<file path="config.mk">
export PLATFORM = sky130hd
export DESIGN_NAME = trial_division_prime_test_core_flat
export DESIGN_NICKNAME = d
export VERILOG_FILES = /design/src/hdl/tdpt_pkg.sv /design/src/hdl/tdpt_if.sv /design/src/hdl/trial_division_prime_test_core.sv /design/src/hdl/tdpt_dp.sv /design/src/hdl/tdpt_ctrl.sv /design/src/flat_wrapper.sv
export SDC_FILE = /design/constraint.sdc
export NUM_CORES = 1
export LEC_CHECK = 0
export ABC_AREA = 1
export BUFFER_PORTS_ARGS = -buffer_cell sky130_fd_sc_hd__buf_2
export CAP_MARGIN = 30
export CORE_MARGIN = 4
export CORE_UTILIZATION = 48
export CTS_BUF_LIST = sky130_fd_sc_hd__clkbuf_8
export DETAILED_ROUTE_END_ITERATION = 16
export PLACE_DENSITY = 0.68
export SLEW_MARGIN = 20
export SYNTH_ARGS = -nofsm -noshare
export SYNTH_HDL_FRONTEND = slang
export SYNTH_SLANG_ARGS = --single-unit
</file>
<file path="constraint.sdc">
create_clock -name clk -period 4.26 [get_ports clk]
set_clock_uncertainty 0.1 [all_clocks]
set_input_delay 0.426 -clock clk [delete_from_list [all_inputs] [get_ports clk]]
set_output_delay 0.426 -clock clk [all_outputs]
set_load 0.05 [all_outputs]
</file>
<file path="src/hdl/tdpt_pkg.sv">
// ----------------------------------------------------------------------------
// Trial division prime test package
// Widths, constants and the command and status bundles shared by the
// controller, the datapath and the top level.
// ----------------------------------------------------------------------------
package tdpt_pkg;

    // Width of the number field on the input channel.
    localparam int INPUT_WIDTH  = 16;
    // Width of the number actually tested; higher input bits are ignored.
    localparam int NUMBER_WIDTH = 16;
    // A trial divisor never exceeds 2**(NUMBER_WIDTH/2) + 1.
    localparam int DIV_W        = NUMBER_WIDTH / 2 + 1;
    // The running square of the divisor.
    localparam int SQ_W         = 2 * DIV_W;
    // Partial remainder after the shift, one bit wider than the divisor.
    localparam int REM_W        = DIV_W + 1;
    // Index of the dividend bit being brought down.
    localparam int BIT_W        = $clog2(NUMBER_WIDTH);

    // First trial divisor and its square.
    localparam logic [DIV_W-1:0] FIRST_DIVISOR = DIV_W'(2);
    localparam logic [SQ_W-1:0]  FIRST_SQUARE  = SQ_W'(4);

    typedef struct packed {
        logic load;          // capture a new number, restart the divisor
        logic div_start;     // clear the remainder, start at the top bit
        logic div_step;      // one restoring division step
        logic next_divisor;  // advance divisor and its square
    } tdpt_cmd_t;

    typedef struct packed {
        logic below_two;     // number is zero or one
        logic bound_passed;  // divisor squared exceeds the number
        logic div_last;      // the current step is the final one
        logic rem_zero;      // remainder of the finished division is zero
    } tdpt_status_t;

endpackage

</file>
<file path="src/hdl/tdpt_if.sv">
// ----------------------------------------------------------------------------
// Trial division prime test channels
// Valid/ready channel for the tested number and for the verdict.
// ----------------------------------------------------------------------------
interface tdpt_in_if
    import tdpt_pkg::*;
();
    logic                   valid;
    logic                   ready;
    logic [INPUT_WIDTH-1:0] number;

    modport source (output valid, output number, input ready);
    modport sink   (input valid, input number, output ready);
endinterface

interface tdpt_out_if;
    logic valid;
    logic ready;
    logic is_prime;

    modport source (output valid, output is_prime, input ready);
    modport sink   (input valid, input is_prime, output ready);
endinterface

</file>
<file path="src/hdl/trial_division_prime_test_core.sv">
// ----------------------------------------------------------------------------
// Trial division prime test core
// The time to a valid verdict depends on the number: numbers below 4 are
// settled by the first bound check, others take a bound check, a full
// division and a remainder test per trial divisor until a zero remainder
// or a passed bound. One number is handled at a time; the next is taken
// once the verdict sits in the output register.
// Reset clears the controller, the datapath and the output valid flag
// asynchronously.
// ----------------------------------------------------------------------------
//
// The number arrives on the item channel and is captured in the datapath.
// The controller then walks trial divisors upward from two. Before each
// divisor the running square is compared with the number; once the square
// exceeds it, no factor remains and the number is prime. Otherwise the
// remainder is formed one dividend bit per cycle by a restoring divider,
// and a zero remainder ends the search with a not-prime verdict. Zero and
// one are reported as not prime straight away.
//
// The verdict goes into an output register, so a finished result may wait
// for its transfer while the core already takes the next number.
module trial_division_prime_test_core
    import tdpt_pkg::*;
(
    input logic        clk,
    input logic        rst_n,
    tdpt_in_if.sink    item,
    tdpt_out_if.source result
);

    tdpt_cmd_t    cmd;
    tdpt_status_t status;

    // Sequencing and the output register.
    tdpt_ctrl u_ctrl (
        .clk       (clk),
        .rst_n     (rst_n),
        .in_valid  (item.valid),
        .in_ready  (item.ready),
        .out_valid (result.valid),
        .out_ready (result.ready),
        .is_prime  (result.is_prime),
        .cmd       (cmd),
        .status    (status)
    );

    // Number, divisor, square and remainder arithmetic.
    tdpt_dp u_dp (
        .clk    (clk),
        .rst_n  (rst_n),
        .number (item.number),
        .cmd    (cmd),
        .status (status)
    );

endmodule

</file>
<file path="src/hdl/tdpt_dp.sv">
// ----------------------------------------------------------------------------
// Trial division prime test datapath
// Holds the number, the trial divisor with its running square, and a
// one-bit-per-cycle restoring remainder unit.
// ----------------------------------------------------------------------------
module tdpt_dp
    import tdpt_pkg::*;
(
    input  logic                   clk,
    input  logic                   rst_n,
    input  logic [INPUT_WIDTH-1:0] number,
    input  tdpt_cmd_t              cmd,
    output tdpt_status_t           status
);

    logic [NUMBER_WIDTH-1:0] value_reg;
    logic [DIV_W-1:0]        divisor_reg;
    logic [SQ_W-1:0]         square_reg;
    logic [REM_W-1:0]        rem_reg;
    logic [BIT_W-1:0]        bit_reg;

    logic [REM_W-1:0]        rem_shift;
    logic [REM_W-1:0]        rem_next;
    logic [SQ_W-1:0]         square_next;

    // Bring the next dividend bit down and subtract when the divisor fits.
    always_comb
    begin
        rem_shift = {rem_reg[REM_W-2:0], value_reg[bit_reg]};
        if (rem_shift >= REM_W'(divisor_reg))
        begin
            rem_next = rem_shift - REM_W'(divisor_reg);
        end
        else
        begin
            rem_next = rem_shift;
        end
    end

    // (d+1)^2 = d^2 + 2d + 1
    assign square_next = square_reg + SQ_W'({divisor_reg, 1'b1});

    always_ff @(posedge clk or negedge rst_n)
    begin
        if (!rst_n)
        begin
            value_reg   <= '0;
            divisor_reg <= FIRST_DIVISOR;
            square_reg  <= FIRST_SQUARE;
            rem_reg     <= '0;
            bit_reg     <= '0;
        end
        else
        begin
            if (cmd.load)
            begin
                value_reg   <= number[NUMBER_WIDTH-1:0];
                divisor_reg <= FIRST_DIVISOR;
                square_reg  <= FIRST_SQUARE;
            end
            else if (cmd.next_divisor)
            begin
                divisor_reg <= divisor_reg + DIV_W'(1);
                square_reg  <= square_next;
            end

            if (cmd.div_start)
            begin
                rem_reg <= '0;
                bit_reg <= BIT_W'(NUMBER_WIDTH - 1);
            end
            else if (cmd.div_step)
            begin
                rem_reg <= rem_next;
                bit_reg <= bit_reg - BIT_W'(1);
            end
        end
    end

    assign status.below_two    = (value_reg < NUMBER_WIDTH'(2));
    assign status.bound_passed = (square_reg > SQ_W'(value_reg));
    assign status.div_last     = (bit_reg == '0);
    assign status.rem_zero     = (rem_reg == '0);

endmodule

</file>
<file path="src/hdl/tdpt_ctrl.sv">
// ----------------------------------------------------------------------------
// Trial division prime test controller
// Sequences load, bound check, division and divisor advance, and holds
// the verdict in an output register until its transfer completes.
// ----------------------------------------------------------------------------
module tdpt_ctrl
    import tdpt_pkg::*;
(
    input  logic         clk,
    input  logic         rst_n,
    input  logic         in_valid,
    output logic         in_ready,
    output logic         out_valid,
    input  logic         out_ready,
    output logic         is_prime,
    output tdpt_cmd_t    cmd,
    input  tdpt_status_t status
);

    typedef enum logic [2:0] {
        ST_IDLE,
        ST_CHECK,
        ST_DIVIDE,
        ST_TEST,
        ST_FINISH
    } state_t;

    state_t state_reg;
    logic   verdict_reg;
    logic   out_valid_reg;
    logic   is_prime_reg;

    always_comb
    begin
        cmd.load         = (state_reg == ST_IDLE) && in_valid;
        cmd.div_start    = (state_reg == ST_CHECK) && !status.below_two
                           && !status.bound_passed;
        cmd.div_step     = (state_reg == ST_DIVIDE);
        cmd.next_divisor = (state_reg == ST_TEST) && !status.rem_zero;
    end

    assign in_ready  = (state_reg == ST_IDLE);
    assign out_valid = out_valid_reg;
    assign is_prime  = is_prime_reg;

    always_ff @(posedge clk or negedge rst_n)
    begin
        if (!rst_n)
        begin
            state_reg     <= ST_IDLE;
            verdict_reg   <= 1'b0;
            out_valid_reg <= 1'b0;
            is_prime_reg  <= 1'b0;
        end
        else
        begin
            // In the finishing state the new verdict takes the place of the
            // one being transferred, so the flag is only cleared elsewhere.
            if (out_valid_reg && out_ready && (state_reg != ST_FINISH))
            begin
                out_valid_reg <= 1'b0;
            end

            case (state_reg)
                ST_IDLE:
                begin
                    if (in_valid)
                    begin
                        state_reg <= ST_CHECK;
                    end
                end
                ST_CHECK:
                begin
                    if (status.below_two)
                    begin
                        verdict_reg <= 1'b0;
                        state_reg   <= ST_FINISH;
                    end
                    else if (status.bound_passed)
                    begin
                        verdict_reg <= 1'b1;
                        state_reg   <= ST_FINISH;
                    end
                    else
                    begin
                        state_reg <= ST_DIVIDE;
                    end
                end
                ST_DIVIDE:
                begin
                    if (status.div_last)
                    begin
                        state_reg <= ST_TEST;
                    end
                end
                ST_TEST:
                begin
                    if (status.rem_zero)
                    begin
                        verdict_reg <= 1'b0;
                        state_reg   <= ST_FINISH;
                    end
                    else
                    begin
                        state_reg <= ST_CHECK;
                    end
                end
                ST_FINISH:
                begin
                    if (!out_valid_reg || out_ready)
                    begin
                        out_valid_reg <= 1'b1;
                        is_prime_reg  <= verdict_reg;
                        state_reg     <= ST_IDLE;
                    end
                end
                default:
                begin
                    state_reg <= ST_IDLE;
                end
            endcase
        end
    end

endmodule
</file>
<file path="src/flat_wrapper.sv">
// flat-port wrapper written by rule: the top's interface ports become plain ports
module trial_division_prime_test_core_flat import tdpt_pkg::*;
  (clk, rst_n, item_valid, item_number, item_ready, result_valid, result_is_prime, result_ready);
  tdpt_in_if item_i ();
  tdpt_out_if result_i ();
  input logic clk;
  input logic rst_n;
  input wire logic [$bits(item_i.valid)-1:0] item_valid;
  input wire logic [$bits(item_i.number)-1:0] item_number;
  output wire logic [$bits(item_i.ready)-1:0] item_ready;
  output wire logic [$bits(result_i.valid)-1:0] result_valid;
  output wire logic [$bits(result_i.is_prime)-1:0] result_is_prime;
  input wire logic [$bits(result_i.ready)-1:0] result_ready;
  assign item_i.valid = item_valid;
  assign item_i.number = item_number;
  assign item_ready = item_i.ready;
  assign result_valid = result_i.valid;
  assign result_is_prime = result_i.is_prime;
  assign result_i.ready = result_ready;
  trial_division_prime_test_core u_core (.clk(clk), .rst_n(rst_n), .item(item_i), .result(result_i));
endmodule
</file>
==> results_dict.tcl <==
set metrics [dict create \
    status "completed" \
    grt_max_degree 35 \
    cp_max_fo 11 \
    start_kind "flop" \
    wl_per_cell_um 14.1 \
    grt_pass1_wl_um 17600 \
    synth_cells 595 \
    diodes 0 \
    worstSetupEndpointType "flop" \
    critical-path-top-delay-family "simple AND/OR/NAND/NOR gates" \
    hold_class "in -> reg" \
    r2r_start "u_core.u_dp.bit_reg[0]" \
    min_period_ns 3.20 \
    max_clock_freq_ghz 0.312 \
    drt_pass1_iterations 5 \
    cts_root_buffer "clkbuf_8" \
    port_buffers 22 \
    ys.flop_type "dfrtp_1" \
    p_leak_nw 2.44 \
    synth_fp_nets 653 \
    dr_total_vias 3937 \
    cts_tree "yes" \
    core_um2 8810 \
    whs_ns 0.190 \
    yosys_warnings 0 \
    antenna_found_initial 0 \
    yosysSeqAreaShare_pct 35.9 \
    die_w_um 104 \
    critical_path.most_common_cell "nand2_2" \
    worstSkewPairLatency_ns 0.33 \
    tns_ns 0 \
    hold_viol_final 0 \
    pwr_density_cell_nw_per_um2 679 \
    drt-total-wl_um 10300 \
    cts_buffer_depth 2 \
    worstMarginPinSlew_ns 0.648 \
    preCtsSetupSlack_ns 1.14 \
    overflow 0 \
    min_from "item_number[12]" \
    drive_above_1_share_pct 11.2 \
    num_rows 34 \
    area_delta_synth_final_pct 9.89 \
    path_clk_slew_ns 0.07 \
    htreeDepth 3 \
    critPathArrivalTime_ns 3.33 \
    cts_sinks 63 \
    fin_ws_ns 1.06 \
    async_flop_share_pct 100 \
    start_util_pct 50.0 \
    drv_slew 0 \
    synth_area_um2 4400 \
    finalCritPeriodShare_pct 75.2 \
    ctsHoldBuffers 1 \
    worstPathRequired_ns 4.38 \
    post-cts-setup-buffer-count 0 \
    rsz0062_at_grt "no" \
    synth_edf_count 0 \
    drcViolationCount 0 \
    ios 23 \
    critical_path_class "reg -> reg" \
    viasPerCell 5.37 \
    dieHeight_um 104 \
    cts_made_buffers 9 \
    setup_viol 0 \
    largest_reg_flops 18 \
    ys_types 45 \
    peakVddDrop_mv 0.254 \
    startpoint "u_core.u_dp.bit_reg[0]" \
    nets 679 \
    finalWeightedCongestion 0.931 \
    drv_cap 0 \
    antenna_left 0 \
    grt_pass1_vias 3753 \
    cts_resized 0 \
    slowest_delay_ns 0.49 \
    cp_slowest_cell "dfrtp_1" \
    path_buf_inv 2 \
    grt_usage_pct 20.1 \
    path_cells "clkinv_1 -> a21oi_1 -> o21ai_0 -> nand3_1 -> nand3b_1 -> nand2_1 -> inv_1 -> ha_1 -> fa_1 -> nand3b_1 -> nand2_2 -> nand2_2 -> nand3_2 -> nand2_4 -> nand2_2 -> nand2_1 -> a21oi_1 -> nor2_1" \
    max_slew_margin_pct 56.6 \
    synth_seq_cells 63 \
    synth_area_per_cell_um2 7.40 \
    drt_iter0_drc 262 \
    power.total_mw 3.28 \
    fp.dieArea_um2 10800 \
    hpwl_um 8030 \
]
-- layout by cell type, fill, tap and decap left out, types with 3 or more instances in the layout --
master,synthesis,final
a21oi_1,41,41
buf_2,5,22
clkbuf_8,0,10
dfrtp_1,61,61
ha_1,36,36
inv_1,64,65
inv_2,7,7
nand2_1,149,149
nand2_2,5,5
nand3_1,44,44
nand4_1,7,7
nor2_1,54,54
nor2_2,3,3
nor3_1,3,3
o21ai_0,47,47
o21ai_1,13,13
xnor2_1,6,6
xor2_1,6,6
-- worst register-to-register path, stage by stage (launching register included) --
cell and delay, ns:
dfrtp_1 0.49, clkinv_1 0.27, a21oi_1 0.21, o21ai_0 0.11, nand3_1 0.08, nand3b_1 0.08, nand2_1 0.10, inv_1 0.05
ha_1 0.21, fa_1 0.40, nand3b_1 0.19, nand2_2 0.11, nand2_2 0.05, nand3_2 0.08, nand2_4 0.08, nand2_2 0.18
nand2_1 0.08, a21oi_1 0.15, nor2_1 0.06
-- synth_stat cells, drive strengths merged (2+ instances only) --
cell type / number / area share, %
nand2: 156 / 14
inv: 71 / 6.1
dfrtp: 61 / 35
o21ai: 61 / 7.2
nor2: 59 / 5.5
nand3: 46 / 5.5
a21oi: 42 / 4.9
ha: 36 / 10
buf: 10 / 1.6
nand4: 7 / 0.99
nor3: 6 / 1.2
xnor2: 6 / 1.2
xor2: 6 / 1.2
a21o: 2 / 0.34
a31oi: 2 / 0.28
and2: 2 / 0.28
dfstp: 2 / 1.2
fa: 2 / 0.91
nand3b: 2 / 0.34
nor4: 2 / 0.28
o211ai: 2 / 0.34
o21bai: 2 / 0.34
or2: 2 / 0.28
-- per-stage QoR --
stage	util, %	std cells	instance area, um^2
after detailed placement	52.4	717	4620
after floorplan	-	595	4400
after global routing	54.9	733	4840
final	54.9	733	4840
after global placement	52.1	716	4590
after CTS	54.9	733	4840
-- path summary, 6_finish.rpt --
check	endpoint	cells past startpoint	slack, ns
min in group asynchronous	u_core.u_dp.value_reg[9]	2	0.52
worst max-delay path	u_core.u_dp.rem_reg[1]	18	1.06
worst min-delay path	u_core.u_dp.value_reg[12]	3	0.19
worst min register to register	u_core.u_ctrl.verdict_reg	2	0.38
worst max register to register	u_core.u_dp.rem_reg[1]	18	1.06
max in group asynchronous	u_core.u_dp.square_reg[6]	3	2.84
-- metal layers --
layer / vias up / track usage [%] / routed length [um]
li1: 2011 / - / -
met1: 1811 / 28.1 / 5010
met2: 96 / 31.5 / 4600
met3: 19 / 3.11 / 485
met4: 0 / 7.41 / 239
met5: - / 0 / 0
-- final cells by class --
type | count | area [um^2]
clock buffers | 10 | 138
fillers | 820 | 3970
multi-input cells | 449 | 2480
well taps | 108 | 135
flip-flops and latches | 63 | 1580
repair buffers | 26 | 163
inverters | 72 | 270
clock inverters | 5 | 73.8
-- cells by family after synthesis --
kind of cell    count (synthesis)  synth area share (%)
buf+inv                        83                  7.81
xor+xnor                       12                  2.39
compound gates                114                  14.0
fa+ha+maj                      38                  11.1
mux                             1                 0.256
simple gates                  284                  28.6
flops                          63                  35.9
-- where the power goes --
group / total, mW / internal (mW) / switching, mW / leakage [nW]
Clock: 0.575 / 0.338 / 0.237 / 0.113
Combinational: 1.73 / 0.600 / 1.13 / 1.52
Sequential: 0.982 / 0.794 / 0.188 / 0.806
Power figures use the tool's default switching activity.
